### src/rtl/core/kmr_pkg.sv
// shared types, request and event codes, and defaults for the key macro recorder
package kmr_pkg;

    // default geometry
    localparam int SLOTS_DEF   = 5;
    localparam int RECORDS_DEF = 32;

    // payload widths
    localparam int REQ_W   = 3;
    localparam int EV_W    = 3;
    localparam int CODE_W  = 8;
    localparam int SEL_W   = 3;
    localparam int ACT_W   = 4;
    localparam int WAIT_W  = 8;

    // request codes
    localparam logic [REQ_W-1:0] REQ_RECORD = 3'd0;
    localparam logic [REQ_W-1:0] REQ_MARK   = 3'd1;
    localparam logic [REQ_W-1:0] REQ_START  = 3'd2;
    localparam logic [REQ_W-1:0] REQ_STOP   = 3'd3;
    localparam logic [REQ_W-1:0] REQ_TOGGLE = 3'd4;
    localparam logic [REQ_W-1:0] REQ_CLEAR  = 3'd5;
    localparam logic [REQ_W-1:0] REQ_PLAY   = 3'd6;

    // event kinds
    localparam logic [EV_W-1:0] EV_ADD_KEY = 3'd0;
    localparam logic [EV_W-1:0] EV_DEL_KEY = 3'd1;
    localparam logic [EV_W-1:0] EV_ADD_MOD = 3'd2;
    localparam logic [EV_W-1:0] EV_DEL_MOD = 3'd3;
    localparam logic [EV_W-1:0] EV_TYPE    = 3'd4;

    // action code of the closing clear
    localparam logic [ACT_W-1:0] ACT_FINAL = 4'd8;

    // one stored record: code in 11..4, send flag in 3, event in 2..0
    typedef struct packed {
        logic [CODE_W-1:0] code;
        logic              send;
        logic [EV_W-1:0]   ev;
    } rec_t;

    localparam int REC_W = $bits(rec_t);

endpackage

### src/rtl/core/kmr_if.sv
// valid/ready channel interfaces: request words, action words, register writes

// request channel
interface kmr_req_if import kmr_pkg::*; ();
    logic              valid;
    logic              ready;
    logic [REQ_W-1:0]  req_type;
    logic [EV_W-1:0]   event_kind;
    logic [CODE_W-1:0] key_code;
    logic [SEL_W-1:0]  slot_sel;

    modport source (output valid, req_type, event_kind, key_code, slot_sel, input ready);
    modport sink   (input valid, req_type, event_kind, key_code, slot_sel, output ready);
endinterface

// action channel
interface kmr_act_if import kmr_pkg::*; ();
    logic              valid;
    logic              ready;
    logic [ACT_W-1:0]  action;
    logic [CODE_W-1:0] action_code;
    logic              send_report;
    logic [WAIT_W-1:0] wait_ms;
    logic              last;

    modport source (output valid, action, action_code, send_report, wait_ms, last,
                    input ready);
    modport sink   (input valid, action, action_code, send_report, wait_ms, last,
                    output ready);
endinterface

// register write channel
interface kmr_cfg_if import kmr_pkg::*; ();
    logic              valid;
    logic              ready;
    logic [WAIT_W-1:0] send_wait_ms;

    modport source (output valid, send_wait_ms, input ready);
    modport sink   (input valid, send_wait_ms, output ready);
endinterface

### src/rtl/core/kmr_ram.sv
// generic single write port, single read port ram with registered read data
module kmr_ram #(
    parameter int WIDTH = 12,
    parameter int DEPTH = 160,
    localparam int AW   = (DEPTH > 1) ? $clog2(DEPTH) : 1
) (
    input  logic             clk,
    input  logic             we,
    input  logic [AW-1:0]    waddr,
    input  logic [WIDTH-1:0] wdata,
    input  logic             re,
    input  logic [AW-1:0]    raddr,
    output logic [WIDTH-1:0] rdata
);

    logic [WIDTH-1:0] mem_reg [DEPTH];
    logic [WIDTH-1:0] rdata_reg;

    // write port
    always_ff @(posedge clk)
    begin
        if (we)
        begin
            mem_reg[waddr] <= wdata;
        end
    end

    // read port, data holds until the next read
    always_ff @(posedge clk)
    begin
        if (re)
        begin
            rdata_reg <= mem_reg[raddr];
        end
    end

    assign rdata = rdata_reg;

endmodule

### src/rtl/core/key_macro_recorder.sv
// key macro recorder top level: request sequencer, slot bookkeeping, record ram
//
// Channels: req takes one request word (record event, mark send, start, stop,
// toggle, clear, play); act gives action words; cfg writes send_wait_ms.
// cfg is always ready; the user writes it only while the block is idle, the block itself does not enforce it.
// Records of all slots sit in one ram of SLOTS*RECORDS entries with one
// write and one registered read port; a small sequencer does every step.
// Start, stop, toggle, clear and dropped events end in idle; a record event
// on an empty slot goes to append; a mark send, a fold or a merge into the
// previous record reads it and writes it back in check, and an append behind
// it goes check then append, plus a read and check of the record before when
// a modifier add is cancelled. req.ready is low while a request is in work.
// Play reads each record through the ram read port into the output register,
// then sends the closing clear word (last set): count+1 words in all.
// The action word sits in an output register: the next request is taken
// while it waits, and a stalled receiver holds play at that word.
// Reset: not recording, slot 0, all slots empty, send_wait_ms 0; the ram
// needs no clearing since only written entries are ever played.
module key_macro_recorder import kmr_pkg::*; #(
    parameter int SLOTS   = SLOTS_DEF,
    parameter int RECORDS = RECORDS_DEF
) (
    input  logic      clk,
    input  logic      rst_n,
    kmr_req_if.sink   req,
    kmr_act_if.source act,
    kmr_cfg_if.sink   cfg
);

    localparam int SLOT_W = (SLOTS > 1) ? $clog2(SLOTS) : 1;
    localparam int IDX_W  = $clog2(RECORDS + 1);
    localparam int DEPTH  = SLOTS * RECORDS;
    localparam int ADDR_W = $clog2(DEPTH);

    // sequencer states
    localparam logic [2:0] S_IDLE = 3'd0;
    localparam logic [2:0] S_CHK  = 3'd1;
    localparam logic [2:0] S_RD2  = 3'd2;
    localparam logic [2:0] S_APP  = 3'd3;
    localparam logic [2:0] S_PRD  = 3'd4;
    localparam logic [2:0] S_PLD  = 3'd5;
    localparam logic [2:0] S_FIN  = 3'd6;

    logic [2:0]        state_reg, state_next;
    logic              recording_reg, recording_next;
    logic [SLOT_W-1:0] cur_slot_reg, cur_slot_next;
    logic [IDX_W-1:0]  wi_reg, wi_next;
    logic [IDX_W-1:0]  cnt_reg [SLOTS];
    logic [IDX_W-1:0]  cnt_next [SLOTS];
    logic [EV_W-1:0]   ev_reg, ev_next;
    logic [CODE_W-1:0] code_reg, code_next;
    logic              mark_reg, mark_next;
    logic              second_reg, second_next;
    logic [IDX_W-1:0]  play_i_reg, play_i_next;
    logic [IDX_W-1:0]  play_n_reg, play_n_next;
    logic [WAIT_W-1:0] wait_reg, wait_next;

    logic              ov_reg, ov_next;
    logic [ACT_W-1:0]  o_action_reg, o_action_next;
    logic [CODE_W-1:0] o_code_reg, o_code_next;
    logic              o_send_reg, o_send_next;
    logic              o_last_reg, o_last_next;

    logic              ram_we;
    logic [ADDR_W-1:0] ram_waddr;
    rec_t              ram_wdata;
    logic              ram_re;
    logic [ADDR_W-1:0] ram_raddr;
    logic [REC_W-1:0]  ram_rdata_raw;
    rec_t              prev;

    logic              req_fire;
    logic              out_free;
    logic [SLOT_W-1:0] sel_slot;
    logic              can_rec;
    logic              null_ev;
    logic [IDX_W-1:0]  wi_dec;
    logic [IDX_W-1:0]  cnt_cur;

    // ram address of entry i of slot s
    function automatic logic [ADDR_W-1:0] rec_addr(input logic [SLOT_W-1:0] s,
                                                   input logic [IDX_W-1:0] i);
        rec_addr = ADDR_W'(32'(s) * RECORDS + 32'(i));
    endfunction

    // record store
    kmr_ram #(
        .WIDTH (REC_W),
        .DEPTH (DEPTH)
    ) u_ram (
        .clk   (clk),
        .we    (ram_we),
        .waddr (ram_waddr),
        .wdata (ram_wdata),
        .re    (ram_re),
        .raddr (ram_raddr),
        .rdata (ram_rdata_raw)
    );

    assign prev = rec_t'(ram_rdata_raw);

    // handshakes
    assign req.ready = (state_reg == S_IDLE);
    assign req_fire  = req.valid && req.ready;
    assign out_free  = !ov_reg || act.ready;
    assign cfg.ready = 1'b1;

    // request decode helpers
    assign sel_slot = (32'(req.slot_sel) < SLOTS) ? SLOT_W'(req.slot_sel) : cur_slot_reg;
    assign can_rec  = recording_reg && (wi_reg < IDX_W'(RECORDS));
    assign null_ev  = (req.key_code == '0) &&
                      (req.event_kind inside {EV_ADD_KEY, EV_DEL_KEY, EV_ADD_MOD, EV_DEL_MOD});
    assign wi_dec   = wi_reg - 1'b1;
    assign cnt_cur  = cnt_reg[cur_slot_reg];

    // sequencer
    always_comb
    begin
        state_next     = state_reg;
        recording_next = recording_reg;
        cur_slot_next  = cur_slot_reg;
        wi_next        = wi_reg;
        cnt_next       = cnt_reg;
        ev_next        = ev_reg;
        code_next      = code_reg;
        mark_next      = mark_reg;
        second_next    = second_reg;
        play_i_next    = play_i_reg;
        play_n_next    = play_n_reg;
        wait_next      = cfg.valid ? cfg.send_wait_ms : wait_reg;
        ov_next        = ov_reg && !act.ready;
        o_action_next  = o_action_reg;
        o_code_next    = o_code_reg;
        o_send_next    = o_send_reg;
        o_last_next    = o_last_reg;
        ram_we         = 1'b0;
        ram_waddr      = rec_addr(cur_slot_reg, wi_dec);
        ram_wdata      = prev;
        ram_re         = 1'b0;
        ram_raddr      = rec_addr(cur_slot_reg, wi_dec);

        case (state_reg)
            S_IDLE:
            begin
                if (req_fire)
                begin
                    case (req.req_type)
                        REQ_RECORD:
                        begin
                            if (can_rec && !null_ev)
                            begin
                                ev_next     = req.event_kind;
                                code_next   = req.key_code;
                                mark_next   = 1'b0;
                                second_next = 1'b0;
                                if (wi_reg != '0)
                                begin
                                    ram_re     = 1'b1;
                                    state_next = S_CHK;
                                end
                                else
                                begin
                                    state_next = S_APP;
                                end
                            end
                        end
                        REQ_MARK:
                        begin
                            if (can_rec && (wi_reg != '0))
                            begin
                                mark_next  = 1'b1;
                                ram_re     = 1'b1;
                                state_next = S_CHK;
                            end
                        end
                        REQ_START:
                        begin
                            cur_slot_next      = sel_slot;
                            recording_next     = 1'b1;
                            wi_next            = '0;
                            cnt_next[sel_slot] = '0;
                        end
                        REQ_STOP:
                        begin
                            cur_slot_next  = sel_slot;
                            recording_next = 1'b0;
                            wi_next        = '0;
                        end
                        REQ_TOGGLE:
                        begin
                            cur_slot_next  = sel_slot;
                            recording_next = !recording_reg;
                            wi_next        = '0;
                            if (!recording_reg)
                            begin
                                cnt_next[sel_slot] = '0;
                            end
                        end
                        REQ_CLEAR:
                        begin
                            cur_slot_next      = sel_slot;
                            recording_next     = 1'b0;
                            wi_next            = '0;
                            cnt_next[sel_slot] = '0;
                        end
                        REQ_PLAY:
                        begin
                            cur_slot_next  = sel_slot;
                            recording_next = 1'b0;
                            wi_next        = '0;
                            play_i_next    = '0;
                            play_n_next    = cnt_reg[sel_slot];
                            state_next     = (cnt_reg[sel_slot] == '0) ? S_FIN : S_PRD;
                        end
                        default:
                        begin
                        end
                    endcase
                end
            end

            // previous record is in the read register
            S_CHK:
            begin
                if (mark_reg)
                begin
                    ram_we         = 1'b1;
                    ram_wdata      = prev;
                    ram_wdata.send = 1'b1;
                    state_next     = S_IDLE;
                end
                else if (!second_reg && (ev_reg == EV_DEL_KEY) && prev.send &&
                         (prev.ev == EV_ADD_KEY) && (prev.code == code_reg))
                begin
                    // a press marked send, then its release, folds into one type record
                    ram_we     = 1'b1;
                    ram_wdata  = '{code: code_reg, send: 1'b1, ev: EV_TYPE};
                    state_next = S_IDLE;
                end
                else if (!second_reg && (ev_reg == EV_DEL_MOD) &&
                         (prev.ev == EV_ADD_MOD) && (prev.code == code_reg))
                begin
                    // drop the modifier add, the delete still goes on
                    wi_next = wi_dec;
                    if (cnt_cur != '0)
                    begin
                        cnt_next[cur_slot_reg] = cnt_cur - 1'b1;
                    end
                    state_next = (wi_dec != '0) ? S_RD2 : S_APP;
                end
                else if (((ev_reg == EV_ADD_MOD) && (prev.ev == EV_ADD_MOD)) ||
                         ((ev_reg == EV_DEL_MOD) && (prev.ev == EV_DEL_MOD)))
                begin
                    // merge modifier masks
                    ram_we         = 1'b1;
                    ram_wdata      = prev;
                    ram_wdata.code = prev.code | code_reg;
                    state_next     = S_IDLE;
                end
                else
                begin
                    state_next = S_APP;
                end
            end

            // fetch the record before the removed one
            S_RD2:
            begin
                ram_re      = 1'b1;
                second_next = 1'b1;
                state_next  = S_CHK;
            end

            // append a fresh record
            S_APP:
            begin
                ram_we    = 1'b1;
                ram_waddr = rec_addr(cur_slot_reg, wi_reg);
                ram_wdata = '{code: code_reg, send: 1'b0, ev: ev_reg};
                wi_next   = wi_reg + 1'b1;
                if (cnt_cur < IDX_W'(RECORDS))
                begin
                    cnt_next[cur_slot_reg] = cnt_cur + 1'b1;
                end
                state_next = S_IDLE;
            end

            // play: read the next record
            S_PRD:
            begin
                ram_re     = 1'b1;
                ram_raddr  = rec_addr(cur_slot_reg, play_i_reg);
                state_next = S_PLD;
            end

            // play: hand the record to the output register
            S_PLD:
            begin
                if (out_free)
                begin
                    ov_next       = 1'b1;
                    o_action_next = {1'b0, prev.ev};
                    o_code_next   = prev.code;
                    o_send_next   = prev.send;
                    o_last_next   = 1'b0;
                    play_i_next   = play_i_reg + 1'b1;
                    state_next    = ((play_i_reg + 1'b1) == play_n_reg) ? S_FIN : S_PRD;
                end
            end

            // play: closing clear word
            S_FIN:
            begin
                if (out_free)
                begin
                    ov_next       = 1'b1;
                    o_action_next = ACT_FINAL;
                    o_code_next   = '0;
                    o_send_next   = 1'b0;
                    o_last_next   = 1'b1;
                    state_next    = S_IDLE;
                end
            end

            default:
            begin
                state_next = S_IDLE;
            end
        endcase
    end

    // control registers
    always_ff @(posedge clk or negedge rst_n)
    begin
        if (!rst_n)
        begin
            state_reg     <= S_IDLE;
            recording_reg <= 1'b0;
            cur_slot_reg  <= '0;
            wi_reg        <= '0;
            cnt_reg       <= '{default: '0};
            mark_reg      <= 1'b0;
            second_reg    <= 1'b0;
            play_i_reg    <= '0;
            play_n_reg    <= '0;
            wait_reg      <= '0;
            ov_reg        <= 1'b0;
        end
        else
        begin
            state_reg     <= state_next;
            recording_reg <= recording_next;
            cur_slot_reg  <= cur_slot_next;
            wi_reg        <= wi_next;
            cnt_reg       <= cnt_next;
            mark_reg      <= mark_next;
            second_reg    <= second_next;
            play_i_reg    <= play_i_next;
            play_n_reg    <= play_n_next;
            wait_reg      <= wait_next;
            ov_reg        <= ov_next;
        end
    end

    // payload registers
    always_ff @(posedge clk)
    begin
        ev_reg       <= ev_next;
        code_reg     <= code_next;
        o_action_reg <= o_action_next;
        o_code_reg   <= o_code_next;
        o_send_reg   <= o_send_next;
        o_last_reg   <= o_last_next;
    end

    // action word out
    assign act.valid       = ov_reg;
    assign act.action      = o_action_reg;
    assign act.action_code = o_code_reg;
    assign act.send_report = o_send_reg;
    assign act.wait_ms     = o_send_reg ? wait_reg : '0;
    assign act.last        = o_last_reg;

`ifndef NO_ASSERTIONS
    // write index never passes the slot size
    a_wi_range: assert property (@(posedge clk) disable iff (!rst_n)
        wi_reg <= IDX_W'(RECORDS))
        else $error("write index beyond slot size");

    // while recording, the slot count follows the write index
    a_cnt_track: assert property (@(posedge clk) disable iff (!rst_n)
        (recording_reg && (state_reg == S_IDLE)) |-> (cnt_reg[cur_slot_reg] == wi_reg))
        else $error("slot count out of step with write index");

    // the last word of a play run is the closing clear
    a_last_final: assert property (@(posedge clk) disable iff (!rst_n)
        (act.valid && act.last) |-> ((act.action == ACT_FINAL) && !act.send_report &&
                                     (act.action_code == '0)))
        else $error("last word is not the closing clear");

    // no request is taken while a play run is still being walked
    a_play_busy: assert property (@(posedge clk) disable iff (!rst_n)
        (req_fire && (req.req_type == REQ_PLAY)) |=> !req.ready)
        else $error("request taken during play");
`endif

endmodule
### src/flat_wrapper.sv
// flat-port wrapper written by rule: the top's interface ports become plain ports
module key_macro_recorder_flat import kmr_pkg::*;
#(
    parameter int SLOTS   = SLOTS_DEF,
    parameter int RECORDS = RECORDS_DEF
)
  (clk, rst_n, req_valid, req_req_type, req_event_kind, req_key_code, req_slot_sel, req_ready, act_valid, act_action, act_action_code, act_send_report, act_wait_ms, act_last, act_ready, cfg_valid, cfg_send_wait_ms, cfg_ready);
  kmr_req_if req_i ();
  kmr_act_if act_i ();
  kmr_cfg_if cfg_i ();
  input  logic clk;
  input  logic rst_n;
  input wire logic [$bits(req_i.valid)-1:0] req_valid;
  input wire logic [$bits(req_i.req_type)-1:0] req_req_type;
  input wire logic [$bits(req_i.event_kind)-1:0] req_event_kind;
  input wire logic [$bits(req_i.key_code)-1:0] req_key_code;
  input wire logic [$bits(req_i.slot_sel)-1:0] req_slot_sel;
  output wire logic [$bits(req_i.ready)-1:0] req_ready;
  output wire logic [$bits(act_i.valid)-1:0] act_valid;
  output wire logic [$bits(act_i.action)-1:0] act_action;
  output wire logic [$bits(act_i.action_code)-1:0] act_action_code;
  output wire logic [$bits(act_i.send_report)-1:0] act_send_report;
  output wire logic [$bits(act_i.wait_ms)-1:0] act_wait_ms;
  output wire logic [$bits(act_i.last)-1:0] act_last;
  input wire logic [$bits(act_i.ready)-1:0] act_ready;
  input wire logic [$bits(cfg_i.valid)-1:0] cfg_valid;
  input wire logic [$bits(cfg_i.send_wait_ms)-1:0] cfg_send_wait_ms;
  output wire logic [$bits(cfg_i.ready)-1:0] cfg_ready;
  assign req_i.valid = req_valid;
  assign req_i.req_type = req_req_type;
  assign req_i.event_kind = req_event_kind;
  assign req_i.key_code = req_key_code;
  assign req_i.slot_sel = req_slot_sel;
  assign req_ready = req_i.ready;
  assign act_valid = act_i.valid;
  assign act_action = act_i.action;
  assign act_action_code = act_i.action_code;
  assign act_send_report = act_i.send_report;
  assign act_wait_ms = act_i.wait_ms;
  assign act_last = act_i.last;
  assign act_i.ready = act_ready;
  assign cfg_i.valid = cfg_valid;
  assign cfg_i.send_wait_ms = cfg_send_wait_ms;
  assign cfg_ready = cfg_i.ready;
  key_macro_recorder #(.SLOTS(SLOTS), .RECORDS(RECORDS)) u_core (.clk(clk), .rst_n(rst_n), .req(req_i), .act(act_i), .cfg(cfg_i));
endmodule
### config.mk
export PLATFORM = sky130hd
export DESIGN_NAME = key_macro_recorder_flat
export DESIGN_NICKNAME = d
export VERILOG_FILES = /design/src/rtl/core/kmr_pkg.sv /design/src/rtl/core/kmr_if.sv /design/src/rtl/core/kmr_ram.sv /design/src/rtl/core/key_macro_recorder.sv /design/src/flat_wrapper.sv
export SDC_FILE = /design/constraint.sdc
export NUM_CORES = 2
export LEC_CHECK = 0
export BUFFER_PORTS_ARGS = -buffer_cell sky130_fd_sc_hd__buf_2
export CAP_MARGIN = 20
export CORE_UTILIZATION = 60
export CTS_BUF_LIST = sky130_fd_sc_hd__clkbuf_8 sky130_fd_sc_hd__clkbuf_16
export DETAILED_ROUTE_END_ITERATION = 8
export PLACE_DENSITY = 0.84
export SETUP_SLACK_MARGIN = 0.5
export SKIP_CTS_REPAIR_TIMING = 1
export SYNTH_ARGS = -nofsm -noshare
export SYNTH_HDL_FRONTEND = slang
export SYNTH_HIERARCHICAL = 1
export SYNTH_SLANG_ARGS = --single-unit
### constraint.sdc
create_clock -name clk -period 14.5 [get_ports clk]
set_clock_uncertainty 0.2 [all_clocks]
set_input_delay 1.45 -clock clk [delete_from_list [all_inputs] [get_ports clk]]
set_output_delay 1.45 -clock clk [all_outputs]
set_load 0.01 [all_outputs]
**After elaboration in Yosys (flattened, before gate mapping)**

Memory sizes are Yosys's and may differ from the RTL's. A register that Yosys moved wholly into a read port is not among the register bits.
Index checks and enable logic that the tools add are counted.

- Bits in registers: 91
- Bits in latches: 0
- Bits in writable memories: 1920
- Bits in read-only memories: 0
- Output and inout port bits: 25
- Memories: 1

Memories:

| memory | depth | bits a word | rd ports | clocked after Yosys merged registers in | write ports | line | RTL |
|---|---|---|---|---|---|---|---|
| u_core.u_ram.mem_reg | 160 | 12 | 1 | 1 | 1 | kmr_ram.sv:16 | `logic [WIDTH-1:0] mem_reg [DEPTH];` |

- Add/sub/neg operators: 8
- $mul: 0
- Divide/modulo/power cells: 0
- Order comparisons: 7
- Equal/unequal tests: 41
- Shift operators: 0
- Mux-type cells: 88
- Bitwise logic cells: 5
- Reductions and logical operators: 56

Operators with widths:

| operator | number |
|---|---|
| 2-to-1 mux 30 bit | 7 |
| case mux 30 bit (3 select lines) | 1 |
| 2-to-1 mux 6 bit | 14 |
| bitwise mux 30 bit | 2 |
| case mux 30 bit (2 select lines) | 1 |
| 2-to-1 mux 12 bit | 4 |
| 2-to-1 mux 8 bit | 5 |
| binary-select mux 6 bit (select 3 bit) | 2 |
| demux 6 bit (select 3 bit) | 2 |
| AND 30 bit | 1 |
| equality test 3 x 2 -> 1 bit (second input constant) | 10 |
| inverter 30 bit | 1 |
| 2-to-1 mux 3 bit | 9 |
| adder 8 x 6 -> 8 bit | 3 |
| case mux 12 bit (2 select lines) | 1 |
| 2-to-1 mux 1 bit | 20 |
| adder 6 x 1 -> 6 bit (second input constant) | 3 |
| equality test 3 bit (second input constant) | 6 |
| case mux 3 bit (6 select lines) | 1 |
| case mux 6 bit (3 select lines) | 1 |
| nonzero test 6 bit | 3 |
| logical AND 1 bit | 17 |
| case mux 8 bit (2 select lines) | 1 |
| != test 2 x 1 -> 1 bit (second input constant) | 7 |
| other kinds (36) | 83 |

**Depth between registers and ports, before layout**

- Depth in word-level cells: 13
- Depth in mapped cells: 16
- Depth with buffers taken out: 13

**Cells and area by module**

Netlist, hierarchy kept.

By module, submodules not included:

| module | times used | cells each | area each (µm²) | seq. area each (µm²) |
|---|---|---|---|---|
| kmr_ram | 1 | 3703 | 75409.8 | 58015.6 |
| key_macro_recorder | 1 | 656 | 5930.7 | 2402.3 |

**Least setup slack after synthesis**

OpenSTA, ideal clock, no wires.

- Kind: flip-flop to flip-flop
- From: register u_core.state_reg[0]
- To: memory u_core.u_ram.mem_reg[0][10] (data pin)
- Setup time: 1.445 ns
- Arrival: 7.346 ns
- Data required time: 12.855 ns
- Setup slack: 5.509 ns
- Stages on the path, launching flop included: 6
- Clock period less this slack: 8.991 ns
- Path through: dfrtp_1 nor2b_1 clkbuf_1 clkbuf_1 clkbuf_1 o21ai_0

RTL lines:

| what | line | RTL |
|---|---|---|
| start, declared | key_macro_recorder.sv:44 | `logic [2:0] state_reg, state_next;` |
| start signal, assigned | key_macro_recorder.sv:351 | `state_reg <= state_next;` |
| end, declared | kmr_ram.sv:16 |  |

**Final worst setup path**

- From: register u_core.state_reg[2]
- To: register u_core.u_ram.rdata_reg[9], in the netlist u_core/u_ram/rdata[9], read port of u_core.u_ram.mem_reg (data pin)

RTL lines:

| what | line | RTL |
|---|---|---|
| equality test 3 bit | key_macro_recorder.sv:142 | `case (state_reg)` |
| 2-to-1 mux 8 bit | key_macro_recorder.sv:142 |  |
| net u_core.ram_raddr[0] | key_macro_recorder.sv:68 | `logic [ADDR_W-1:0] ram_raddr;` |
| end, declared | kmr_ram.sv:17 | `logic [WIDTH-1:0] rdata_reg;` |

The timed path passes the listed nets, and every way through them passes these cells.
A chain may end at the register's enable or synchronous reset.

==> summary.md <==
| Metric | Value |
|---|---|
| Status | `completed` |
| Part of the Yosys area used for sequential elements | `74.3%` |
| # rows | `134` |
| Seq cells post-synth | `2023` |
| Finished Core Util | `67.5%` |
| Max reg flops | `1920` |
| Final wirelength | `213000 um` |
| Number of global-route vias before repair | `45400` |
| DIE AREA | `0.137 mm^2` |
| DR WL met2 | `100000 um` |
| Crit path top cell by count | `buf_4` |
| Core footprint | `0.134 mm^2` |
| Overflow left after global routing | `0` |
| Total track usage | `30.9%` |
| Syn Inst Count | `4359` |
| Max Freq | `152 MHz` |
| Syn avg cell area | `18.7 um^2` |
| Final TNS setup | `0 ns` |
| Clock Path Buffers | `3` |
| Placed Instances | `6135` |
| DRT iter0 DRCs | `8034` |
| Htree depth | `4` |
| CP arrival | `7.02 ns` |
| Mapped Area | `0.0813 mm^2` |
| Share of flip-flops with an asynchronous set or reset | `3.26%` |
| Crit share post-route | `45.2%` |
| Placer Congestion | `0.891` |
| Synth top area share | `72.2%` |
| Syn. warnings | `6` |
| Share of cells above drive strength 1 | `19.7%` |
| Worst reg2reg path depth | `13` |
| Die Wd | `370 um` |
| Headroom to the max-slew limit | `6.57%` |
| Synthesized Nets | `4412` |
| Io pins | `55` |
| CP delay by family, top | `buffers and inverters` |
| Dpl hpwl | `120000 um` |
| Worst Tran Pin Value | `1.40 ns` |
| Post-synth cell types | `85` |
| Max_cap viols | `0` |
| Crit-path cells | `nor3b_2, buf_4, nand2_1, o21ai_4, buf_4, buf_4, buf_4, mux2i_1, a22oi_1, a21oi_1, o41ai_1, o21ai_1, a221oi_2` |
| Leading area contributor after synthesis | `edfxtp_1` |
| ANT nets after route | `0` |
| Critical Path Max Stage Delay | `0.96 ns` |
| Worst EP required | `14.97 ns` |
| Die Y-Extent | `370 um` |
| Clock Sinks | `2023` |
| Final min period | `6.56 ns` |
| First-pass GRT wire length | `305000 um` |
| Vias/cell | `7.04` |
| Top cells by area, synth | `edfxtp_1, mux4_2, mux2i_1, dfrtp_1, a22oi_1` |
| Vias post-DR | `45900` |
| Crit. End Element | `register` |
| Fin nets | `4636` |
| Setup repair after global routing missed its margin | `no` |
| Final hold violation count | `0` |
| Worst min path class | `register to register` |
| CTS root buf | `clkbuf_16` |
| Antenna violations before repair | `8` |
| Worst-path clk slew | `0.06 ns` |
| Worst setup path class | `register to register` |
| Critical Path Source Type | `register` |
| Num CTS Buffers | `189` |
| Pre-Repair DR Iteration Count | `9` |
| CTS tree | `done` |
| Post-route DRC | `0` |
| WHS Path Cells | `1` |
| Layout area overhead | `11.2%` |
| IO Port Bufs | `53` |
| Initial core utilization | `60.7%` |
| CP max FO | `51` |
| Metal-1 WL | `71500 um` |
| Crit. path cell count | `13` |
| Post-synth EDFFs | `1957` |
| Final Non-Filler Cells | `6521` |
| Slowest stage cell, crit path | `o41ai_1` |
| Largest net degree at the start of global routing | `161` |
| Final Setup Violations | `0` |
| Highest routed layer | `met5` |
| Pins Over Slew Limit | `0` |
| Most common flop cell mapped by yosys | `edfxtp_1` |
| Crit path buf inv count | `4` |
| WL per Instance | `32.6 um` |
| Worst-Skew Late Latency | `0.84 ns` |
| WL met3 | `29200 um` |
[logic make-up after synthesis]
group                      after synthesis  share of synthesized area [%]
xor gates and xnor gates                30                          0.332
other                                    1                        0.00461
adders and majority gates               23                          0.354
AOI/OAI and AO/OA                      606                           5.22
buffers and inverters                  278                           2.17
muxes                                  763                           14.0
DFF                                   2023                           74.3
and+or+nand+nor                        635                           3.60
[metal layers]
metal,global-route usage [%],vias up
li1,-,18200
met1,39.9,23000
met2,48.3,3943
met3,9.17,806
met4,15.0,6
met5,0,-
[cell usage after synthesis, types with 26 or more instances]
cell,n
a21oi_1,144
a22oi_1,155
and2_1,27
buf_2,42
buf_6,26
clkbuf_1,109
dfrtp_1,66
edfxtp_1,1957
inv_1,28
mux2i_1,443
mux4_2,296
nand2_1,183
nand3_1,50
nor2_1,219
nor2b_1,27
nor3_1,32
o21ai_0,46
o21ai_1,26
o221ai_1,57
o22ai_1,27
[stage by stage]
stage,worst slack [ns],hold slack (ns),instance area [um^2]
finish,7.94,0.300,90400
global route,7.76,0.320,90400
CTS,8.10,0.302,90200
detailed placement,8.28,0.289,84100
global placement,8.36,0.281,83700
floorplan,5.51,0.263,81300
[worst register-to-register path: cells and delay by family (launching register included)]
| family | cells | cell delay, ns |
|---|---|---|
| buf+inv | 4 | 2.74 |
| mux | 1 | 0.23 |
| compound gates | 6 | 2.20 |
| simple gates | 2 | 0.40 |
| flops | 1 | 0.64 |
[cells in the final DEF, fill, tap and decap left out, types with 41 or more instances in the layout]
cell type	netlist	layout
nand3_1	50	50
nor2_1	219	210
mux4_2	296	296
buf_2	42	53
o221ai_1	57	50
clkbuf_16	0	190
inv_1	28	67
buf_4	23	198
edfxtp_1	1957	1957
a21oi_1	144	143
a22oi_1	155	155
dfrtp_1	66	66
o21ai_0	46	41
mux2i_1	443	442
nand2_1	183	182
[final timing paths]
| check | startpoint | to | slack (ns) |
|---|---|---|---|
| max in group asynchronous | rst_n | u_core/wi_reg[5] | 12.90 |
| worst max-delay path | u_core/state_reg[2] | u_core/u_ram/rdata[9] | 7.94 |
| worst min register to register | u_core/wait_reg[7] | u_core/wait_reg[7] | 0.30 |
| worst min-delay path | u_core/wait_reg[7] | u_core/wait_reg[7] | 0.30 |
| worst max register to register | u_core/state_reg[2] | u_core/u_ram/rdata[9] | 7.94 |
| min in group asynchronous | rst_n | u_core/cnt_reg[12] | 0.63 |
[area by class of cell]
cell class,count,area [um^2]
diodes,8,20.0
clock buffers,195,4820
clock inverters,158,1270
fillers,7777,43500
inverters,34,128
multi-input cells,2058,19500
flip-flops and latches,2023,60400
well taps,1768,2210
repair buffers,277,2100
Power is left out: the tool's default activity adds up to more than one toggle a clock period on the data nets, which glitch-free logic cannot reach.
